==> config.mk <==
export PLATFORM = sky130hd
export DESIGN_NAME = cusum_change_detector
export DESIGN_NICKNAME = d
export VERILOG_FILES = /design/src/hw/rtl/cusum_pkg.sv /design/src/hw/rtl/cusum_cfg_regs.sv /design/src/hw/rtl/cusum_update.sv /design/src/hw/rtl/cusum_change_detector.sv
export SDC_FILE = /design/constraint.sdc
export NUM_CORES = 1
export LEC_CHECK = 0
export BUFFER_PORTS_ARGS = -buffer_cell sky130_fd_sc_hd__buf_4
export CORE_MARGIN = 8
export CORE_UTILIZATION = 50
export DETAILED_ROUTE_END_ITERATION = 10
export MAX_ROUTING_LAYER = met4
export PLACE_DENSITY = 0.68
export REMOVE_ABC_BUFFERS = 1
export SYNTH_ARGS = -nofsm -noshare
export SYNTH_HDL_FRONTEND = slang
export SYNTH_SLANG_ARGS = --single-unit
==> constraint.sdc <==
create_clock -name i_clk -period 10.6 [get_ports i_clk]
set_clock_uncertainty 0.1 [all_clocks]
set_input_delay 0.53 -clock i_clk [delete_from_list [all_inputs] [get_ports i_clk]]
set_output_delay 0.53 -clock i_clk [all_outputs]
set_load 0.02 [all_outputs]
==> src/hw/rtl/cusum_pkg.sv <==
`timescale 1ns / 1ps
// ----------------------------------------------------------------------------
// CUSUM package
// Register map, reset values and the configuration bundle shared by the
// register file and the update logic.
// ----------------------------------------------------------------------------
package cusum_pkg;

    localparam int THR_W   = 24;
    localparam int DRIFT_W = 16;
    localparam int DATA_W  = 32;
    localparam int ADDR_W  = 3;

    localparam logic [THR_W-1:0]   THR_RESET   = 24'd10;
    localparam logic [DRIFT_W-1:0] DRIFT_RESET = 16'd1;

    typedef enum logic {
        REG_THRESHOLD = 1'b0,
        REG_DRIFT     = 1'b1
    } t_reg_idx;

    typedef struct packed {
        logic [THR_W-1:0]   threshold;
        logic [DRIFT_W-1:0] drift;
    } t_cfg;

endpackage

==> src/hw/rtl/cusum_cfg_regs.sv <==
`timescale 1ns / 1ps
// ----------------------------------------------------------------------------
// CUSUM configuration registers
// APB-style register file holding the alarm threshold and drift allowance.
// ----------------------------------------------------------------------------
module cusum_cfg_regs (
    input  logic                          i_clk,
    input  logic                          i_rst_n,
    input  logic                          psel,
    input  logic                          penable,
    input  logic                          pwrite,
    input  logic [cusum_pkg::ADDR_W-1:0]  paddr,
    input  logic [cusum_pkg::DATA_W-1:0]  pwdata,
    output logic [cusum_pkg::DATA_W-1:0]  prdata,
    output logic                          pready,
    output cusum_pkg::t_cfg               o_cfg
);

    cusum_pkg::t_cfg   r_cfg;
    cusum_pkg::t_cfg   n_cfg;
    cusum_pkg::t_reg_idx s_idx;
    logic              s_wr;

    // Word address: bit 2 selects the register, low bits are ignored.
    assign s_idx = cusum_pkg::t_reg_idx'(paddr[2]);
    assign s_wr  = psel && penable && pwrite;

    always_comb begin
        n_cfg = r_cfg;
        if (s_wr) begin
            unique case (s_idx)
                cusum_pkg::REG_THRESHOLD: n_cfg.threshold = pwdata[cusum_pkg::THR_W-1:0];
                cusum_pkg::REG_DRIFT:     n_cfg.drift     = pwdata[cusum_pkg::DRIFT_W-1:0];
                default:                  n_cfg = r_cfg;
            endcase
        end
    end

    always_ff @(posedge i_clk) begin
        if (!i_rst_n) begin
            r_cfg.threshold <= cusum_pkg::THR_RESET;
            r_cfg.drift     <= cusum_pkg::DRIFT_RESET;
        end else begin
            r_cfg <= n_cfg;
        end
    end

    always_comb begin
        unique case (s_idx)
            cusum_pkg::REG_THRESHOLD: prdata = {{(cusum_pkg::DATA_W-cusum_pkg::THR_W){1'b0}},
                                                r_cfg.threshold};
            cusum_pkg::REG_DRIFT:     prdata = {{(cusum_pkg::DATA_W-cusum_pkg::DRIFT_W){1'b0}},
                                                r_cfg.drift};
            default:                  prdata = '0;
        endcase
    end

    assign pready = 1'b1;
    assign o_cfg  = r_cfg;

endmodule

==> src/hw/rtl/cusum_update.sv <==
`timescale 1ns / 1ps
// ----------------------------------------------------------------------------
// CUSUM update
// Series state and the two-sided sum update, clamp and alarm test.
// ----------------------------------------------------------------------------
module cusum_update #(
    parameter int SAMPLE_WIDTH = 16,
    parameter int INDEX_WIDTH  = 16
) (
    input  logic                    i_clk,
    input  logic                    i_rst_n,
    input  cusum_pkg::t_cfg         i_cfg,
    input  logic                    i_step,
    input  logic [SAMPLE_WIDTH-1:0] i_sample,
    input  logic                    i_last,
    output logic                    o_alarm,
    output logic [INDEX_WIDTH-1:0]  o_index,
    output logic [INDEX_WIDTH-1:0]  o_number
);

    localparam int THR_W  = cusum_pkg::THR_W;
    localparam int WIDE_W = (SAMPLE_WIDTH + 1 > THR_W) ? SAMPLE_WIDTH + 1 : THR_W;
    localparam int CALC_W = WIDE_W + 2;

    logic [SAMPLE_WIDTH-1:0] r_prev;
    logic                    r_have;
    logic [THR_W-1:0]        r_up;
    logic [THR_W-1:0]        r_down;
    logic [INDEX_WIDTH-1:0]  r_pos;
    logic [INDEX_WIDTH-1:0]  r_count;

    logic [THR_W-1:0]        n_up;
    logic [THR_W-1:0]        n_down;
    logic [INDEX_WIDTH-1:0]  n_pos;
    logic [INDEX_WIDTH-1:0]  n_count;

    logic signed [CALC_W-1:0] s_diff;
    logic signed [CALC_W-1:0] s_drift;
    logic signed [CALC_W-1:0] s_thr;
    logic signed [CALC_W-1:0] s_up_raw;
    logic signed [CALC_W-1:0] s_down_raw;
    logic signed [CALC_W-1:0] s_up;
    logic signed [CALC_W-1:0] s_down;

    assign s_diff = $signed({{(CALC_W-SAMPLE_WIDTH){i_sample[SAMPLE_WIDTH-1]}}, i_sample})
                  - $signed({{(CALC_W-SAMPLE_WIDTH){r_prev[SAMPLE_WIDTH-1]}}, r_prev});
    assign s_drift = $signed({{(CALC_W-cusum_pkg::DRIFT_W){1'b0}}, i_cfg.drift});
    assign s_thr   = $signed({{(CALC_W-THR_W){1'b0}}, i_cfg.threshold});

    assign s_up_raw   = $signed({{(CALC_W-THR_W){1'b0}}, r_up}) + s_diff - s_drift;
    assign s_down_raw = $signed({{(CALC_W-THR_W){1'b0}}, r_down}) - s_diff - s_drift;

    // Clamp negative sums at zero.
    assign s_up   = s_up_raw[CALC_W-1]   ? '0 : s_up_raw;
    assign s_down = s_down_raw[CALC_W-1] ? '0 : s_down_raw;

    assign o_alarm = r_have && ((s_up > s_thr) || (s_down > s_thr));

    assign n_pos   = (&r_pos)   ? r_pos   : r_pos + 1'b1;
    assign n_count = (&r_count) ? r_count : r_count + 1'b1;

    // Without an alarm both sums are at most the threshold, so they fit.
    always_comb begin
        n_up   = r_up;
        n_down = r_down;
        if (r_have) begin
            n_up   = o_alarm ? '0 : s_up[THR_W-1:0];
            n_down = o_alarm ? '0 : s_down[THR_W-1:0];
        end
    end

    assign o_index  = r_pos;
    assign o_number = n_count;

    always_ff @(posedge i_clk) begin
        if (!i_rst_n) begin
            r_prev  <= '0;
            r_have  <= 1'b0;
            r_up    <= '0;
            r_down  <= '0;
            r_pos   <= '0;
            r_count <= '0;
        end else if (i_step) begin
            if (i_last) begin
                r_prev  <= '0;
                r_have  <= 1'b0;
                r_up    <= '0;
                r_down  <= '0;
                r_pos   <= '0;
                r_count <= '0;
            end else begin
                r_prev  <= i_sample;
                r_have  <= 1'b1;
                r_up    <= n_up;
                r_down  <= n_down;
                r_pos   <= n_pos;
                r_count <= o_alarm ? n_count : r_count;
            end
        end
    end

endmodule

==> src/hw/rtl/cusum_change_detector.sv <==
`timescale 1ns / 1ps
// ----------------------------------------------------------------------------
// CUSUM change detector
// Two-sided cumulative-sum anomaly detector over a series of signed samples.
// ----------------------------------------------------------------------------
// Registers: input register, then result register, with the sum update
//   between the two.
// Throughput: one item per cycle while the result register is not stalled;
//   the state update is one add, subtract, clamp and compare pass.
// Reset: synchronous, active low; clears series state and the handshake
//   flags, loads threshold 10 and drift 1. No clearing pass is needed.
// ----------------------------------------------------------------------------
module cusum_change_detector #(
    parameter int SAMPLE_WIDTH = 16,
    parameter int INDEX_WIDTH  = 16
) (
    input  logic                          i_clk,
    input  logic                          i_rst_n,
    // sample channel
    input  logic                          i_in_valid,
    output logic                          o_in_ready,
    input  logic [SAMPLE_WIDTH-1:0]       i_sample_value,
    input  logic                          i_last_sample,
    // result channel
    output logic                          o_out_valid,
    input  logic                          i_out_ready,
    output logic [INDEX_WIDTH-1:0]        o_anomaly_index,
    output logic [INDEX_WIDTH-1:0]        o_anomaly_number,
    // configuration port
    input  logic                          psel,
    input  logic                          penable,
    input  logic                          pwrite,
    input  logic [cusum_pkg::ADDR_W-1:0]  paddr,
    input  logic [cusum_pkg::DATA_W-1:0]  pwdata,
    output logic [cusum_pkg::DATA_W-1:0]  prdata,
    output logic                          pready
);

    cusum_pkg::t_cfg s_cfg;

    // Input register
    logic                    r_in_valid;
    logic [SAMPLE_WIDTH-1:0] r_in_sample;
    logic                    r_in_last;

    // Result register
    logic                    r_out_valid;
    logic [INDEX_WIDTH-1:0]  r_out_index;
    logic [INDEX_WIDTH-1:0]  r_out_number;

    logic                    s_advance;
    logic                    s_alarm;
    logic [INDEX_WIDTH-1:0]  s_index;
    logic [INDEX_WIDTH-1:0]  s_number;

    cusum_cfg_regs u_cfg (
        .i_clk   (i_clk),
        .i_rst_n (i_rst_n),
        .psel    (psel),
        .penable (penable),
        .pwrite  (pwrite),
        .paddr   (paddr),
        .pwdata  (pwdata),
        .prdata  (prdata),
        .pready  (pready),
        .o_cfg   (s_cfg)
    );

    // Advance the held item into the state whenever the result register can
    // take whatever it produces: either empty or being drained this cycle.
    assign s_advance  = r_in_valid && (!r_out_valid || i_out_ready);
    assign o_in_ready = !r_in_valid || s_advance;

    cusum_update #(
        .SAMPLE_WIDTH (SAMPLE_WIDTH),
        .INDEX_WIDTH  (INDEX_WIDTH)
    ) u_update (
        .i_clk    (i_clk),
        .i_rst_n  (i_rst_n),
        .i_cfg    (s_cfg),
        .i_step   (s_advance),
        .i_sample (r_in_sample),
        .i_last   (r_in_last),
        .o_alarm  (s_alarm),
        .o_index  (s_index),
        .o_number (s_number)
    );

    // Capture a new item whenever the input register frees up.
    always_ff @(posedge i_clk) begin
        if (!i_rst_n) begin
            r_in_valid <= 1'b0;
        end else if (o_in_ready) begin
            r_in_valid <= i_in_valid;
        end
    end

    always_ff @(posedge i_clk) begin
        if (i_in_valid && o_in_ready) begin
            r_in_sample <= i_sample_value;
            r_in_last   <= i_last_sample;
        end
    end

    // Load a result on alarm; drop it once the consumer takes it.
    always_ff @(posedge i_clk) begin
        if (!i_rst_n) begin
            r_out_valid <= 1'b0;
        end else if (s_advance && s_alarm) begin
            r_out_valid <= 1'b1;
        end else if (i_out_ready) begin
            r_out_valid <= 1'b0;
        end
    end

    always_ff @(posedge i_clk) begin
        if (s_advance && s_alarm) begin
            r_out_index  <= s_index;
            r_out_number <= s_number;
        end
    end

    assign o_out_valid      = r_out_valid;
    assign o_anomaly_index  = r_out_index;
    assign o_anomaly_number = r_out_number;

`ifndef SYNTHESIS
    // A stalled result must block the held item from advancing.
    a_stall_blocks: assert property (@(posedge i_clk) disable iff (!i_rst_n)
        (r_in_valid && r_out_valid && !i_out_ready) |-> !o_in_ready)
        else $error("input accepted while result register stalled and full");

    // An alarm taken into the state always lands in the result register.
    a_alarm_lands: assert property (@(posedge i_clk) disable iff (!i_rst_n)
        (s_advance && s_alarm) |=> r_out_valid)
        else $error("alarm lost between update and result register");

    // The first sample never alarms, and the count cannot pass the position.
    a_count_bound: assert property (@(posedge i_clk) disable iff (!i_rst_n)
        r_out_valid |-> (r_out_number != '0 && r_out_number <= r_out_index))
        else $error("anomaly number out of range for its index");
`endif

endmodule
==> impl_metrics.csv, run 1 <==
group,metric,value,unit
status,status,"complete, no violations",
yosys,yosys.area_share.simple,15.5,%
hold_path,min_to,"r_in_sample[9]",
pwr,p_sw_share,39.4,%
setup_path,crit_fanout,16,
routing,wl_per_cell,16.1,µm
setup_path,critPathMaxStageDelay,1000,ps
sta,maxSlewHeadroom,24.3,%
die,ios,126,
die,die_h,177,µm
cells_and_area,syn_to_final_growth,12.5,%
setup_path,rr_startpoint,"r_in_sample[0]",
clock_tree,cts_setup_buffers,0,
sta,tightest_slew,1140,ps
routing,post-route-drc-count,0,
cells_and_area,post-route-util,56.6,%
setup_path,cpMostUsedCell,"a21o_1",
grt,grt_use_total,20.4,%
setup_path,rrSetupSlack,1410,ps
yosys,synth-edff-count,49,
routing,routed.top_layer,"met4",
routing,vias_per_cell,5.41,
grt,antenna_found_initial,0,
setup_path,end_kind,"register",
yosys,yosysUniqueCellTypes,77,
die,die_w,177,µm
cells_and_area,drive_above_1_share,11.1,%
routing,num_vias,10300,
sta,fmax,109,MHz
yosys,yosysTopAreaCellShare,21.5,%
routing,wl_met2,14800,µm
grt,grt_pass1_wl,50300,µm
pwr,power_density,170,mW/mm²
grt,grt_overflow,0,
yosys,synth-adder-area-share,18.4,%
hold_path,hold_class,"in -> reg",
die,initial_core_util,50.3,%
clock_tree,numCtsBuffers,17,
yosys,avgSynthCellArea,8.76,µm²
die,design.core.area,0.0257,mm²
yosys,post-synth-top-area-cell,"dfxtp_1",
setup_path,critPathKind,"reg -> reg",
setup_path,arrival,9350,ps
yosys,synthXorXnorAreaFrac,4.88,%
yosys,synth_top_family_by_area,"compound AO/OA/AOI/OAI gates",
yosys,synth_mux_area_share,0.242,%
clock_tree,clock-sinks,188,
die,rows,59,
placement,gp_congestion,0.906,
routing,met3_length,1020,µm
clock_tree,clk-insertion-delay-late,440,ps
setup_path,worst_r2r_path_depth,33,
routing,drtAntennaViolNets,0,
setup_path,worst_path_max_delay_cell,"a41oi_2",
hold_path,hold_start,"i_sample_value[9]",
clock_tree,cts_tree,"done",
run,max_cap_viol_count,0,
yosys,syn_area,0.0129,mm²
sta,rsz0062_at_grt,"false",
cells_and_area,stdcell_area,0.0145,mm²
sta,hold_viol_final,0,
placement,post_dp_cell_area,0.0139,mm²
yosys,synthTopCellsByCount,"182 x inv_1, 149 x nand2_1, 139 x dfxtp_1, 134 x ha_1, 116 x nor2_1",
pwr,pwr-share-seq,30.8,%
yosys,ys_seq_area_share,32.9,%
yosys,async_flop_share,0,%
yosys,synth.area.top_cells,"dfxtp_1 22%, ha_1 13%, edfxtp_1 11%, fa_1 5.4%, inv_1 5.3%",
sta,finalSetupTns,0,ps
clock_tree,clk_path_buf_depth,2,
yosys,yosysMostFrequentCell,"inv_1",
pwr,power_frac_clock,25.8,%
setup_path,required,10770,ps
pwr,leakagePower,5.89,nW
yosys,yosys_warnings,0,
grt,grt_pass1_vias,10000,
routing,first_pass_iters,5,
sta,finalCriticalPeriod,9190,ps
routing,routed_wl,30600,µm
clock_tree,cts_resized,0,
pwr,pwr-share-comb,43.4,%
sta,period_share,86.7,%
routing,dr.first_iter.drc_count,598,
placement,post-dp-hpwl,23200,µm
yosys,ys.flop_type,"dfxtp_1",
cells_and_area,nets,1786,
pwr,intPower,1.49,mW
die,dieArea,0.0312,mm²
yosys,syn_inst,1475,
sta,setup_viol,0,
pwr,peakVddDrop,0.0895,mV
sta,timing.final.max_slew_violations,0,
yosys,synth_compound_area_share,20.6,%
yosys,synth-seq-cells,188,
cells_and_area,diodes,0,
routing,wl_met1,14300,µm
setup_path,r2r_end,"u_update.r_count[7]",
clock_tree,clk_pin_slew,80,ps
clock_tree,clock_tree.root_cell,"clkbuf_16",
pwr,p_switching,0.972,mW
hold_path,min_path_cells,1,
grt,grt_max_degree,66,
clock_tree,cts-hold-fix-buffers,0,
setup_path,critPathLaunchType,"register",
clock_tree,h-tree-depth,4,
placement,io_buffers,106,
-- sequential cells by signal, indices dropped and copies added (netlist names) --
signal            cells
o_anomaly_index      16
o_anomaly_number     16
o_out_valid           1
r_in_last             1
r_in_sample          16
r_in_valid            1
u_cfg.o_cfg          40
u_update.o_index     16
u_update.r_count     16
u_update.r_down      24
u_update.r_have       1
u_update.r_prev      16
u_update.r_up        24
-- per-layer routing --
layer | global-route usage (%) | vias up
li1 | - | 5281
met5 | - | -
met2 | 34.0 | 172
met4 | 5.22 | 0
met3 | 2.99 | 29
met1 | 25.6 | 4821
-- critical path: cells and delay by family (launching register included) --
family | cells | cell delay [ps]
adder cells (fa/ha/maj) | 5 | 1580
AND/OR/NAND/NOR | 6 | 1360
buffers and inverters | 1 | 90
XOR/XNOR | 2 | 410
AO/OA/AOI/OAI | 19 | 5100
flip-flops | 1 | 360
-- cells by family after synthesis --
logic type,Yosys count
multiplexers,3
other,2
buffers and inverters,239
XOR/XNOR,72
adder cells (fa/ha/maj),169
AO/OA/AOI/OAI,371
flip-flops,188
AND/OR/NAND/NOR,431
-- worst max-delay path by stage --
stage,startpoint,to,slack (ps),cells after the start
2_1_floorplan,r_in_sample[2],o_anomaly_index[0],2220,30
3_3_place_gp,r_in_sample[0],u_update.r_count[7],1610,33
3_5_place_dp,r_in_sample[0],u_update.r_count[3],1550,33
4_1_cts,r_in_sample[0],u_update.r_count[0],1450,33
5_1_grt,r_in_sample[0],u_update.r_count[0],790,33
6_report,r_in_sample[0],u_update.r_count[7],1410,33
-- per-stage QoR --
stage	std cells	setup WS (ps)	hold slack [ps]	total power [mW]
floorplan	1426	2220	339	1.57
global placement	1874	1610	348	1.81
detailed placement	1874	1550	358	1.83
CTS	1906	1450	144	2.48
global route	1906	794	140	2.65
finish	1906	1410	161	2.47
-- power groups by stage --
stage | Clock [mW] | Combinational [mW] | Sequential (mW)
floorplan | 0 | 0.788 | 0.779
global placement | 0 | 1.04 | 0.776
detailed placement | 0 | 1.05 | 0.777
CTS | 0.653 | 1.06 | 0.760
global route | 0.679 | 1.21 | 0.762
finish | 0.637 | 1.07 | 0.760
-- area by class of cell --
class | instances | area [µm²]
Clock inverter | 14 | 145
Clock buffer | 18 | 439
Sequential cell | 188 | 4250
Fill cell | 2400 | 11200
Timing Repair Buffer | 113 | 848
Multi-Input combinational cell | 1055 | 7740
Inverter | 183 | 687
Tap cell | 335 | 419
-- cells in the final DEF, fill, tap and decap left out, types with 9 or more instances in the layout --
| cell | count |
|---|---|
| clkbuf_16 | 17 |
| ha_1 | 134 |
| a21oi_1 | 67 |
| conb_1 | 9 |
| a21boi_0 | 39 |
| nand2b_1 | 10 |
| inv_1 | 182 |
| buf_4 | 113 |
| dfxtp_1 | 139 |
| a31oi_1 | 21 |
| xnor2_1 | 42 |
| o21ai_0 | 55 |
| a22o_1 | 43 |
| nor2_1 | 115 |
| nor2b_1 | 32 |
| xor2_1 | 30 |
| and3_1 | 9 |
| a211oi_1 | 17 |
| or3_1 | 10 |
| o21a_1 | 14 |
| nand4_1 | 16 |
| o2bb2ai_2 | 10 |
| o211ai_1 | 13 |
| edfxtp_1 | 49 |
| nor3_1 | 24 |
| nand3_1 | 32 |
| and2_1 | 14 |
| fa_1 | 35 |
| a21o_1 | 22 |
| nand2_1 | 149 |
No activity file was read; power rests on OpenSTA's default activity.
==> run 2: changes to the inputs <==
--- a/config.mk
+++ b/config.mk
@@ -5,12 +5,12 @@
 export SDC_FILE = /design/constraint.sdc
 export NUM_CORES = 1
 export LEC_CHECK = 0
-export BUFFER_PORTS_ARGS = -buffer_cell sky130_fd_sc_hd__buf_4
 export CORE_MARGIN = 8
 export CORE_UTILIZATION = 50
 export DETAILED_ROUTE_END_ITERATION = 10
+export DONT_BUFFER_PORTS = 1
 export MAX_ROUTING_LAYER = met4
-export PLACE_DENSITY = 0.68
+export PLACE_DENSITY = 0.67
 export REMOVE_ABC_BUFFERS = 1
 export SYNTH_ARGS = -nofsm -noshare
 export SYNTH_HDL_FRONTEND = slang
==> constraint.sdc (replaced) <==
create_clock -name i_clk -period 8.2 [get_ports i_clk]
set_clock_uncertainty 0.1 [all_clocks]
set_input_delay 0.41 -clock i_clk [delete_from_list [all_inputs] [get_ports i_clk]]
set_output_delay 0.41 -clock i_clk [all_outputs]
set_load 0.02 [all_outputs]
==> impl_metrics.csv, run 2 (synthesized netlist as in run 1, its figures left out) <==
group,metric,value,unit
setup_path,crit_start,"r_in_sample[0]",
clock_tree,numCtsBuffers,17,
run,max_cap_viol_count,0,
setup_path,rr_startpoint,"r_in_sample[0]",
pwr,peakVddDrop,0.122,mV
die,dieArea,0.0312,mm²
routing,post-route-drc-count,0,
setup_path,cpMostUsedCell,"ha_1",
die,die_w,177,µm
setup_path,end_kind,"register",
cells_and_area,drive_above_1_share,6.94,%
routing,routed_wl,32000,µm
sta,fin_ws,360,ps
setup_path,required,8480,ps
die,ios,126,
sta,finalSetupTns,0,ps
hold_path,min_path_cells,2,
setup_path,critPathLaunchType,"register",
cells_and_area,nets,1728,
setup_path,critPathKind,"reg -> reg",
placement,place_ws,64.1,ps
grt,grt_overflow,0,
status,status,"complete, no violations",
setup_path,worst_r2r_path_depth,35,
sta,maxSlewHeadroom,25.3,%
clock_tree,cts_tree,"done",
clock_tree,clock-sinks,188,
pwr,power_density,225,mW/mm²
setup_path,critPathMaxStageDelay,480,ps
cells_and_area,diodes,0,
grt,grt_pass1_vias,9873,
routing,first_pass_iters,5,
setup_path,crit_cells,35,
cells_and_area,final_cell_mix,"182 x inv_1, 149 x nand2_1, 139 x dfxtp_1",
routing,drtAntennaViolNets,0,
routing,num_vias,10300,
sta,finalCriticalPeriod,7840,ps
routing,vias_per_cell,5.57,
placement,post-dp-hpwl,22900,µm
setup_path,crit_fanout,24,
grt,antenna_found_initial,0,
clock_tree,clk_path_buf_depth,2,
setup_path,worst_path_max_delay_cell,"fa_1",
sta,fmax,128,MHz
grt,grt_max_degree,60,
routing,wl_per_cell,17.3,µm
die,die_h,177,µm
clock_tree,h-tree-depth,4,
sta,timing.final.max_slew_violations,0,
cells_and_area,ff_latch_area,0.00425,mm²
die,design.core.area,0.0257,mm²
clock_tree,clk_pin_slew,80,ps
cells_and_area,instances_no_fill,1848,
die,rows,59,
placement,gp_congestion,0.926,
cells_and_area,post-route-util,56.0,%
sta,period_share,95.6,%
routing,dr.first_iter.drc_count,509,
grt,grt_use_total,20.5,%
placement,io_buffers,0,
placement,dp_cells,1781,
hold_path,hold_class,"in -> reg",
clock_tree,clk-insertion-delay-late,440,ps
clock_tree,clock_tree.root_cell,"clkbuf_16",
sta,tightest_slew,1110,ps
setup_path,arrival,8120,ps
cells_and_area,nFillCells,2379,
grt,grt_pass1_wl,50300,µm
sta,setup_viol,0,
cells_and_area,multi_input_area,0.00789,mm²
cells_and_area,syn_to_final_growth,11.3,%
cells_and_area,final_common_cell,"inv_1",
setup_path,crit_family,"compound AO/OA/AOI/OAI gates",
die,initial_core_util,50.3,%
sta,hold_viol_final,0,
hold_path,hold_start,"pwdata[11]",
setup_path,path_buf_inv,4,
cells_and_area,largest_reg_flops,40,
pwr,leakagePower,5.63,nW
-- run 2: cell count changes in the layout (fill, tap and decap cells not counted), moves of 3 or more --
cell / previous run / this run
buf_4: 113 / 18
dlygate4sd3_1: 0 / 30
a211oi_1: 17 / 13
a211oi_2: 0 / 4
buf_12: 0 / 4
inv_8: 5 / 1
inv_6: 3 / 6
o21ai_0: 55 / 52
xnor2_1: 42 / 39
xnor2_2: 0 / 3
-- run 2: cell type report --
class / instances / area share (%)
inverter: 183 / 4.78
multi-input combinational: 1056 / 54.9
tap: 335 / 2.92
timing repair buffer: 54 / 3.93
clock inverter: 13 / 0.897
sequential: 188 / 29.6
clock buffer: 19 / 3.01
-- run 2: power by group --
| group | leakage [nW] | switching (mW) | total, mW | internal [mW] |
|---|---|---|---|---|
| Sequential | 1.57 | 0.0204 | 0.991 | 0.970 |
| Clock | 0.267 | 0.402 | 0.805 | 0.403 |
| Combinational | 3.79 | 0.859 | 1.45 | 0.587 |
-- run 2: metal layers --
layer,vias up,share of wire [%],global-route usage (%)
met5,-,0,-
met4,0,1.8,5.74
met3,37,4.5,2.90
met2,206,48,34.0
met1,4891,46,25.9
li1,5160,-,-
-- run 2: worst paths after layout --
check                        end  slack (ps)
max          u_update.r_down[17]         360
min              u_cfg.o_cfg[11]          20
max reg2reg  u_update.r_down[17]         360
min reg2reg      u_cfg.o_cfg[26]         360
-- run 2: per-stage QoR --
| step | hold WS [ps] | instance area, µm² | power (mW) |
|---|---|---|---|
| 2_1_floorplan | 339 | 12700 | 2.03 |
| 3_3_place_gp | 350 | 13300 | 2.34 |
| 3_5_place_dp | 355 | 13300 | 2.36 |
| 4_1_cts | 0.0732 | 14200 | 3.20 |
| 5_1_grt | 1.25 | 14400 | 3.45 |
| 6_report | 15.7 | 14400 | 3.24 |
-- run 2: repair_timing --
action / in CTS / in global routing
gates cloned: 0 / 3
resized for setup: 2 / 28
hold endpoints to repair: 36 / 0
endpoints found under the setup margin: 14 / 97
pin swaps: 0 / 8
hold buffers: 30 / 0
setup buffers: 0 / 2
-- run 2: worst register-to-register path: cells and delay by family (launching register included) --
| kind | cells | cell delay (ps) |
|---|---|---|
| AND/OR/NAND/NOR | 11 | 1930 |
| XOR/XNOR | 2 | 370 |
| buffers and inverters | 4 | 660 |
| AO/OA/AOI/OAI | 13 | 2790 |
| adder cells (fa/ha/maj) | 5 | 1560 |
| flip-flops | 1 | 370 |
